**src/design/pdt_pkg.sv**
```systemverilog
// Shared types, codes and the comfort classifier for the pressure dispersion tracker.
package pdt_pkg;

  localparam int KIND_W      = 2;
  localparam int RAW_W       = 15;
  localparam int TENTHS_W    = 16;
  localparam int COMFORT_W   = 3;
  localparam int IN_TDATA_W  = 16;
  localparam int IN_TUSER_W  = 2;
  localparam int OUT_TDATA_W = 40;
  localparam int CFG_IDX_W   = 2;
  localparam int CFG_DATA_W  = 16;

  // Millibar x16 to tenths mmHg, scaled by 2^32.
  localparam int CONV_K_W = 31;
  localparam logic [CONV_K_W-1:0] CONV_K = 31'd2013437062;
  localparam int PROD_W = RAW_W + CONV_K_W;

  localparam logic [KIND_W-1:0] KIND_READING = 2'd0;
  localparam logic [KIND_W-1:0] KIND_TICK    = 2'd1;
  localparam logic [KIND_W-1:0] KIND_FAIL    = 2'd2;

  localparam logic [CFG_IDX_W-1:0] REG_WARNING  = 2'd0;
  localparam logic [CFG_IDX_W-1:0] REG_HIGH     = 2'd1;
  localparam logic [CFG_IDX_W-1:0] REG_CRITICAL = 2'd2;

  localparam logic [COMFORT_W-1:0] COMFORT_UNKNOWN  = 3'd0;
  localparam logic [COMFORT_W-1:0] COMFORT_NORMAL   = 3'd1;
  localparam logic [COMFORT_W-1:0] COMFORT_WARNING  = 3'd2;
  localparam logic [COMFORT_W-1:0] COMFORT_HIGH     = 3'd3;
  localparam logic [COMFORT_W-1:0] COMFORT_CRITICAL = 3'd4;

  localparam logic [TENTHS_W-1:0] WARNING_RST  = 16'd60;
  localparam logic [TENTHS_W-1:0] HIGH_RST     = 16'd75;
  localparam logic [TENTHS_W-1:0] CRITICAL_RST = 16'd100;

  typedef enum logic [2:0] {
    ST_IDLE,
    ST_CONV,
    ST_UPD,
    ST_SCAN,
    ST_CLASS,
    ST_EMIT
  } pdt_state_t;

  // The tests run in a fixed order, so thresholds need not be ascending.
  function automatic logic [COMFORT_W-1:0] classify(
    input logic [TENTHS_W-1:0] spread,
    input logic [TENTHS_W-1:0] warn_th,
    input logic [TENTHS_W-1:0] high_th,
    input logic [TENTHS_W-1:0] crit_th
  );
    logic [COMFORT_W-1:0] level;
    if (spread < warn_th) begin
      level = COMFORT_NORMAL;
    end else if (spread < high_th) begin
      level = COMFORT_WARNING;
    end else if (spread < crit_th) begin
      level = COMFORT_HIGH;
    end else begin
      level = COMFORT_CRITICAL;
    end
    return level;
  endfunction

endpackage

```
**src/design/pressure_dispersion_tracker_core.sv**
```systemverilog
// Top level of the pressure dispersion tracker: conversion, hour ring and comfort sequencer.
//
//  Channel | Ports                      | Contents
//  --------+----------------------------+----------------------------------------------
//  in      | in_tvalid/tready/tdata/tuser| tdata: raw_millibar; tuser: kind
//  out     | out_tvalid/tready/tdata    | pressure, spread, comfort level, changed flag
//  cfg     | cfg_valid/ready/index/data | threshold writes, always ready
//
// A reading's result is registered after one multiply, one update of the open hour, one
// ring read per older kept hour and one more to fold the last of them, then spread,
// classification and the output register. A failure's result goes straight to the output
// step and is registered there; a tick only advances the ring and the input is ready at once.
// The block is not ready while an item is in work and is ready again in the cycle after
// its result is registered. A result waits in the output register, and the next item is
// accepted while it waits; if a result is still waiting when the next one is due, the
// sequencer holds in its last step until the receiver takes the waiting result.
// Reset clears the ring by valid bits at once, so no clearing pass is needed.
module pressure_dispersion_tracker_core #(
  parameter int HISTORY_HOURS = 4
) (
  input  logic                              clk,
  input  logic                              rst_n,
  input  logic                              in_tvalid,
  output logic                              in_tready,
  input  logic [pdt_pkg::IN_TDATA_W-1:0]    in_tdata,   // [14:0] raw_millibar
  input  logic [pdt_pkg::IN_TUSER_W-1:0]    in_tuser,   // [1:0] kind
  output logic                              out_tvalid,
  input  logic                              out_tready,
  // [15:0] pressure_tenths, [31:16] spread_tenths, [34:32] comfort_level,
  // [35] comfort_changed
  output logic [pdt_pkg::OUT_TDATA_W-1:0]   out_tdata,
  input  logic                              cfg_valid,
  output logic                              cfg_ready,
  input  logic [pdt_pkg::CFG_IDX_W-1:0]     cfg_index,
  input  logic [pdt_pkg::CFG_DATA_W-1:0]    cfg_data
);
  import pdt_pkg::*;

  localparam int IDX_W = $clog2(HISTORY_HOURS);
  localparam int CNT_W = $clog2(HISTORY_HOURS + 1);
  localparam int ENT_W = 2 * TENTHS_W;
  localparam int SUM_W = PROD_W + 2;

  function automatic logic [IDX_W-1:0] slot_dec(input logic [IDX_W-1:0] idx);
    logic [IDX_W-1:0] res;
    if (idx == '0) begin
      res = IDX_W'(HISTORY_HOURS - 1);
    end else begin
      res = idx - 1'b1;
    end
    return res;
  endfunction

  function automatic logic [IDX_W-1:0] slot_inc(input logic [IDX_W-1:0] idx);
    logic [IDX_W-1:0] res;
    if (idx == IDX_W'(HISTORY_HOURS - 1)) begin
      res = '0;
    end else begin
      res = idx + 1'b1;
    end
    return res;
  endfunction

  pdt_state_t state_r, state_nxt;

  logic [TENTHS_W-1:0]      warn_th_r, high_th_r, crit_th_r;
  logic [RAW_W-1:0]         raw_r, raw_nxt;
  logic [PROD_W-1:0]        prod_r, prod_nxt;
  logic [TENTHS_W-1:0]      p_r, p_nxt;
  logic [TENTHS_W-1:0]      lo_r, lo_nxt;
  logic [TENTHS_W-1:0]      hi_r, hi_nxt;
  logic [TENTHS_W-1:0]      spread_r, spread_nxt;
  logic                     fail_r, fail_nxt;
  logic [IDX_W-1:0]         newest_r, newest_nxt;
  logic [IDX_W-1:0]         scan_idx_r, scan_idx_nxt;
  logic [CNT_W-1:0]         kept_r, kept_nxt;
  logic [CNT_W-1:0]         k_r, k_nxt;
  logic                     pend_r, pend_nxt;
  logic [HISTORY_HOURS-1:0] valid_r, valid_nxt;
  logic                     rd_ok_r;
  logic [COMFORT_W-1:0]     last_comfort_r, last_comfort_nxt;
  logic                     out_tvalid_r, out_tvalid_nxt;
  logic [OUT_TDATA_W-1:0]   out_tdata_r, out_tdata_nxt;

  logic                     in_fire;
  logic [KIND_W-1:0]        in_kind;
  logic                     out_free;
  logic                     scan_issue;
  logic                     ram_we;
  logic [IDX_W-1:0]         ram_raddr;
  logic [ENT_W-1:0]         ram_wdata;
  logic [ENT_W-1:0]         ram_rdata;
  logic [ENT_W-1:0]         entry;
  logic [SUM_W-1:0]         round_sum;
  logic [TENTHS_W-1:0]      conv_p;
  logic [TENTHS_W-1:0]      new_min, new_max;
  logic [TENTHS_W-1:0]      old_min, old_max;
  logic [COMFORT_W-1:0]     comfort;

  assign in_kind    = in_tuser[KIND_W-1:0];
  assign in_tready  = (state_r == ST_IDLE);
  assign in_fire    = in_tvalid && in_tready;
  assign out_free   = !out_tvalid_r || out_tready;
  assign out_tvalid = out_tvalid_r;
  assign out_tdata  = out_tdata_r;
  assign cfg_ready  = 1'b1;
  assign scan_issue = (k_r < kept_r);

  pdt_ram #(
    .WIDTH (ENT_W),
    .DEPTH (HISTORY_HOURS)
  ) u_ring (
    .clk   (clk),
    .we    (ram_we),
    .waddr (newest_r),
    .wdata (ram_wdata),
    .raddr (ram_raddr),
    .rdata (ram_rdata)
  );

  // An entry whose valid bit is clear reads as empty.
  assign entry     = rd_ok_r ? ram_rdata : '0;
  assign round_sum = {2'b00, prod_r} + (SUM_W'(1) << 31);
  assign conv_p    = round_sum[SUM_W-1 -: TENTHS_W];
  assign old_min   = entry[TENTHS_W-1:0];
  assign old_max   = entry[ENT_W-1:TENTHS_W];
  assign new_min   = (old_min != '0 && conv_p >= old_min) ? old_min : conv_p;
  assign new_max   = (old_max != '0 && conv_p <= old_max) ? old_max : conv_p;
  assign ram_we    = (state_r == ST_UPD);
  assign ram_wdata = {new_max, new_min};
  assign ram_raddr = (state_r == ST_SCAN) ? scan_idx_r : newest_r;
  assign comfort   = fail_r ? COMFORT_UNKNOWN
                            : classify(spread_r, warn_th_r, high_th_r, crit_th_r);

  always_comb begin
    state_nxt = state_r;
    unique case (state_r)
      ST_IDLE: begin
        if (in_fire) begin
          if (in_kind == KIND_READING) begin
            state_nxt = ST_CONV;
          end else if (in_kind == KIND_FAIL) begin
            state_nxt = ST_EMIT;
          end
        end
      end
      ST_CONV:  state_nxt = ST_UPD;
      ST_UPD:   state_nxt = ST_SCAN;
      ST_SCAN: begin
        if (!scan_issue && !pend_r) begin
          state_nxt = ST_CLASS;
        end
      end
      ST_CLASS: state_nxt = ST_EMIT;
      ST_EMIT: begin
        if (out_free) begin
          state_nxt = ST_IDLE;
        end
      end
      default:  state_nxt = ST_IDLE;
    endcase
  end

  always_comb begin
    raw_nxt          = raw_r;
    prod_nxt         = prod_r;
    p_nxt            = p_r;
    lo_nxt           = lo_r;
    hi_nxt           = hi_r;
    spread_nxt       = spread_r;
    fail_nxt         = fail_r;
    newest_nxt       = newest_r;
    scan_idx_nxt     = scan_idx_r;
    kept_nxt         = kept_r;
    k_nxt            = k_r;
    pend_nxt         = pend_r;
    valid_nxt        = valid_r;
    last_comfort_nxt = last_comfort_r;
    out_tvalid_nxt   = out_tvalid_r && !out_tready;
    out_tdata_nxt    = out_tdata_r;
    unique case (state_r)
      ST_IDLE: begin
        if (in_fire) begin
          raw_nxt  = in_tdata[RAW_W-1:0];
          fail_nxt = (in_kind == KIND_FAIL);
          p_nxt    = '0;
          spread_nxt = '0;
          if (in_kind == KIND_TICK) begin
            newest_nxt = slot_inc(newest_r);
            valid_nxt[slot_inc(newest_r)] = 1'b0;
            if (kept_r < CNT_W'(HISTORY_HOURS)) begin
              kept_nxt = kept_r + 1'b1;
            end
          end
        end
      end
      ST_CONV: begin
        prod_nxt = PROD_W'(raw_r) * PROD_W'(CONV_K);
      end
      ST_UPD: begin
        p_nxt               = conv_p;
        lo_nxt              = new_min;
        hi_nxt              = new_max;
        valid_nxt[newest_r] = 1'b1;
        scan_idx_nxt        = slot_dec(newest_r);
        k_nxt               = CNT_W'(1);
        pend_nxt            = 1'b0;
      end
      ST_SCAN: begin
        // Issue the read of the next older hour while folding the one read last cycle.
        if (scan_issue) begin
          scan_idx_nxt = slot_dec(scan_idx_r);
          k_nxt        = k_r + 1'b1;
        end
        pend_nxt = scan_issue;
        if (pend_r) begin
          if (old_min != '0 && old_min < lo_r) begin
            lo_nxt = old_min;
          end
          if (old_max != '0 && old_max > hi_r) begin
            hi_nxt = old_max;
          end
        end
      end
      ST_CLASS: begin
        spread_nxt = hi_r - lo_r;
      end
      ST_EMIT: begin
        if (out_free) begin
          out_tvalid_nxt   = 1'b1;
          out_tdata_nxt    = {4'b0000, (comfort != last_comfort_r), comfort, spread_r, p_r};
          last_comfort_nxt = comfort;
        end
      end
      default: ;
    endcase
  end

  always_ff @(posedge clk) begin
    if (!rst_n) begin
      state_r        <= ST_IDLE;
      warn_th_r      <= WARNING_RST;
      high_th_r      <= HIGH_RST;
      crit_th_r      <= CRITICAL_RST;
      newest_r       <= '0;
      kept_r         <= CNT_W'(1);
      valid_r        <= '0;
      last_comfort_r <= COMFORT_UNKNOWN;
      out_tvalid_r   <= 1'b0;
      pend_r         <= 1'b0;
      k_r            <= '0;
    end else begin
      state_r        <= state_nxt;
      newest_r       <= newest_nxt;
      kept_r         <= kept_nxt;
      valid_r        <= valid_nxt;
      last_comfort_r <= last_comfort_nxt;
      out_tvalid_r   <= out_tvalid_nxt;
      pend_r         <= pend_nxt;
      k_r            <= k_nxt;
      if (cfg_valid && cfg_ready) begin
        unique case (cfg_index)
          REG_WARNING:  warn_th_r <= cfg_data;
          REG_HIGH:     high_th_r <= cfg_data;
          REG_CRITICAL: crit_th_r <= cfg_data;
          default: ;
        endcase
      end
    end
  end

  always_ff @(posedge clk) begin
    raw_r      <= raw_nxt;
    prod_r     <= prod_nxt;
    p_r        <= p_nxt;
    lo_r       <= lo_nxt;
    hi_r       <= hi_nxt;
    spread_r   <= spread_nxt;
    fail_r     <= fail_nxt;
    scan_idx_r <= scan_idx_nxt;
    rd_ok_r    <= valid_r[ram_raddr];
    out_tdata_r <= out_tdata_nxt;
  end

`ifndef SYNTHESIS
  a_kept_range: assert property (@(posedge clk) disable iff (!rst_n)
    (kept_r != '0) && (kept_r <= CNT_W'(HISTORY_HOURS)))
    else $error("hour count out of range");

  a_tick_empties: assert property (@(posedge clk) disable iff (!rst_n)
    (in_fire && in_kind == KIND_TICK) |=> !valid_r[newest_r])
    else $error("new hour not empty after tick");

  a_unknown_zero: assert property (@(posedge clk) disable iff (!rst_n)
    (out_tvalid_r && out_tdata_r[34:32] == COMFORT_UNKNOWN) |->
      (out_tdata_r[31:0] == '0))
    else $error("unknown comfort carries a value");

  a_scan_no_write: assert property (@(posedge clk) disable iff (!rst_n)
    (state_r == ST_SCAN) |-> !ram_we)
    else $error("ring written during scan");
`endif

endmodule

```
**src/design/pdt_ram.sv**
```systemverilog
// Generic single-port-write, single-port-read RAM with registered read data.
module pdt_ram #(
  parameter int WIDTH = 32,
  parameter int DEPTH = 4
) (
  input  logic                     clk,
  input  logic                     we,
  input  logic [$clog2(DEPTH)-1:0] waddr,
  input  logic [WIDTH-1:0]         wdata,
  input  logic [$clog2(DEPTH)-1:0] raddr,
  output logic [WIDTH-1:0]         rdata
);

  logic [WIDTH-1:0] mem_r [DEPTH];
  logic [WIDTH-1:0] rdata_r;

  always_ff @(posedge clk) begin
    if (we) begin
      mem_r[waddr] <= wdata;
    end
    rdata_r <= mem_r[raddr];
  end

  assign rdata = rdata_r;

endmodule

```
**config.mk**
```make
export PLATFORM = sky130hd
export DESIGN_NAME = pressure_dispersion_tracker_core
export DESIGN_NICKNAME = d
export VERILOG_FILES = /design/src/design/pdt_pkg.sv /design/src/design/pressure_dispersion_tracker_core.sv /design/src/design/pdt_ram.sv
export SDC_FILE = /design/constraint.sdc
export NUM_CORES = 1
export LEC_CHECK = 0
export ABC_AREA = 1
export BUFFER_PORTS_ARGS = -buffer_cell sky130_fd_sc_hd__buf_2
export CAP_MARGIN = 20
export CORE_MARGIN = 2
export CORE_UTILIZATION = 40
export CTS_BUF_LIST = sky130_fd_sc_hd__clkbuf_8
export DETAILED_ROUTE_END_ITERATION = 8
export GPL_ROUTABILITY_DRIVEN = 0
export PLACE_DENSITY = 0.62
export SLEW_MARGIN = 20
export SYNTH_ARGS = -nofsm -noshare
export SYNTH_HDL_FRONTEND = slang
export SYNTH_SLANG_ARGS = --single-unit
export TNS_END_PERCENT = 30
```
**constraint.sdc**
```tcl
create_clock -name clk -period 5.2 [get_ports clk]
set_input_delay 0.52 -clock clk [delete_from_list [all_inputs] [get_ports clk]]
set_output_delay 0.52 -clock clk [all_outputs]
set_load 0.01 [all_outputs]
```
==> impl_metrics.yaml <==
status:
  outcome: "completed"
synth:
  syn_avg_cell_area_um2: 9.47
  synthesis.area_um2: 23600
  synth_seq_cells: 360
  yosysSeqAreaShare_pct: 41.6
  synth_cells: 2487
  yosys_warnings: 0
  ys_types: 51
  async_flop_share_pct: 0
  synth_ff_type: "edfxtp_1"
  synth-edff-count: 259
floorplan:
  core_area_um2: 57900
  std_cell_rows: 88
  initial_utilization_pct: 40.7
  fp.dieH_um: 247
  ios: 84
  die_x_um: 247
  die_area_um2: 60800
clocking:
  clk_path_buf_depth: 3
  clock_sinks: 360
  cts-root-buf: "clkbuf_8"
  htreeDepth: 2
  cts_inserted_buffers: 61
  cts_tree: "done"
  worstSkewPairLatency_ps: 710
  clkTransAtPathRegs_ps: 60
setup_path:
  critPathKind: "register to register"
  start_kind: "register"
  r2r-end: "prod_r[44]$_DFFE_PP_"
  ff2ff_setup_slack_ps: 150
  path_max_fanout: 4
  required_ps: 5670
  cp.arrival_ps: 5510
  r2r_cells: 18
  r2r_start: "raw_r[4]$_DFFE_PP_"
  end_kind: "register"
timing:
  rsz0062_at_grt: "yes"
  fin_crit_ps: 5050
  slew_headroom_pct: 29.1
  worst_slew_pin_slew_ps: 1060
  setup_viol: 0
  drv_slew: 0
  hold_viol_final: 0
  max_freq_mhz: 198
  fin_worst_skew_ps: 70.5
  fin_crit_sh_pct: 97.1
  final.setup.tns_ps: 0
drt:
  drt-initial-drc-count: 1004
  highest_layer: "met4"
  vias: 17500
  viasPerCell: 5.06
  drtPass1Iterations: 5
  wl_met2_um: 26200
  postRouteAntennaNets: 0
  wl_per_cell_um: 16.4
  wl_um: 56800
  met1Wirelength_um: 25800
  drc: 0
  wl_met3_um: 2810
run:
  cap_violations: 0
worst_hold_path:
  worstHoldEndpoint: "high_th_r[1]$_SDFFE_PN1P_"
  hp-start: "cfg_data[1]"
  hold_depth: 3
  hold_class: "primary input to register"
grt:
  grt_pass1_wl_um: 89700
  grt_pass1_vias: 17400
  grt.overflow.total: 0
  globalRouteTotalUtil_pct: 18.7
  grt_max_degree: 67
  antenna_found_initial: 2
final_layout:
  fillCellCount: 5503
  regArea_um2: 9800
  area_delta_synth_final_pct: 12.2
  final_nets: 3087
  drive_above_1_share_pct: 11.3
  multiInputGateArea_um2: 12000
  fin_cells: 3459
placed_design:
  dp.cells: 3326
  place_hpwl_um: 43600
  numPortBuffers: 76
-- state kept, by name (all words and copies together) (netlist names), 16 cells and up --
name / count
u_ring.rdata: 32
spread_r: 16
high_th_r: 16
out_tdata: 35
warn_th_r: 16
u_ring.mem_r: 128
hi_r: 16
lo_r: 16
crit_th_r: 16
-- cells in the final DEF (no fill, tap or decap), types with 5 or more instances in the layout --
cell,n
nand2_4,8
nand2_1,443
nor2_4,6
xor2_1,25
o21a_1,7
clkinv_2,9
fa_1,82
dlygate4sd3_1,15
a21o_1,9
o21ai_0,147
nand2_2,12
nand4_1,22
clkinv_1,8
nand3_1,46
nor4_1,9
nor3_1,15
buf_4,50
o21ai_1,12
inv_1,418
buf_2,76
o21ai_2,22
a32oi_1,33
a21oi_1,212
o21bai_1,9
nor2_1,141
ha_1,322
dfxtp_1,100
inv_2,22
a211oi_1,5
o211ai_1,14
clkbuf_8,68
edfxtp_1,259
conb_1,10
a31oi_1,7
-- cell usage after synthesis (all sizes together), types with 14 or more instances --
| cell | n | area, µm² |
|---|---|---|
| dfxtp | 101 | 2020 |
| xor2 | 25 | 219 |
| inv | 415 | 1560 |
| nand4 | 23 | 150 |
| buf | 37 | 279 |
| a32oi | 33 | 289 |
| o21ai | 182 | 993 |
| edfxtp | 259 | 7780 |
| a21oi | 216 | 1080 |
| clkbuf | 22 | 85.1 |
| nand3 | 47 | 240 |
| nor2 | 151 | 592 |
| nand2 | 463 | 1820 |
| ha | 323 | 4040 |
| nor3 | 19 | 100 |
| fa | 83 | 1660 |
| o211ai | 14 | 105 |
-- repair_timing --
| item | CTS | global route |
|---|---|---|
| hold buffers | 15 | 0 |
| setup endpoints to repair | 0 | 9 |
| buffers inserted | 0 | 1 |
| resized for setup | 0 | 16 |
| hold endpoints to repair | 15 | 0 |
-- layout make-up --
cell class              instances  area share, %
diodes                          1        0.00947
clock buffers                  68           3.54
clock inverters                48           1.10
inverters                     416           5.92
multi-input cells            1660           45.3
flip-flops and latches        360           37.1
well taps                     765           3.62
repair buffers                141           3.43
-- critical path: stages, from the launching register on --
cell	delay (ps)
edfxtp_1	470
fa_1	520
buf_4	160
fa_1	450
ha_1	320
fa_1	480
inv_1	50
fa_1	540
inv_1	50
ha_1	290
ha_1	340
a21oi_1	220
o21ai_0	190
a21oi_1	250
o21ai_0	130
a21oi_1	210
nand2_1	80
nand2_1	60
nand2_1	40
-- worst max-delay path by stage --
stage,from,endpoint,slack [ps],depth (start not counted)
4_1_cts,raw_r[3]$_DFFE_PP_,prod_r[38]$_DFFE_PP_,110,18
6_report,raw_r[4]$_DFFE_PP_,prod_r[44]$_DFFE_PP_,150,18
5_1_grt,raw_r[4]$_DFFE_PP_,prod_r[37]$_DFFE_PP_,-60,20
3_5_place_dp,raw_r[3]$_DFFE_PP_,prod_r[38]$_DFFE_PP_,90,18
3_3_place_gp,raw_r[3]$_DFFE_PP_,prod_r[44]$_DFFE_PP_,90,20
2_1_floorplan,raw_r[3]$_DFFE_PP_,prod_r[44]$_DFFE_PP_,260,20
-- through the flow --
stage / worst slack [ps] / utilization, % / hold slack, ps / instance area, µm²
after global routing: -62.5 / 45.6 / 45.8 / 26400
after global placement: 85.6 / 43.1 / 401 / 25000
after floorplan: 255 / - / 400 / 23600
after CTS: 107 / 45.5 / 26.6 / 26400
after detailed placement: 91.3 / 43.1 / 405 / 25000
final: 153 / 45.6 / 85.6 / 26400
-- layer usage --
| layer | GRT usage [%] | vias up |
|---|---|---|
| li1 | - | 8692 |
| met2 | 31.2 | 481 |
| met5 | 0 | - |
| met3 | 2.21 | 110 |
| met1 | 25.0 | 8236 |
| met4 | 7.09 | 0 |
-- cell families (layout without fill, tap and decap cells) --
kind of cell	after synthesis	after routing	synth area share [%]
xor+xnor	27	27	1.00
compound gates	488	488	11.8
fa+ha+maj	406	406	24.2
buf+inv	475	673	8.18
mux	1	1	0.0425
other cells	2	11	0.0319
simple gates	728	728	13.1
flops	360	360	41.6
Power is left out: the tool's default activity adds up to more than one toggle a clock period on the data nets, which glitch-free logic cannot reach.
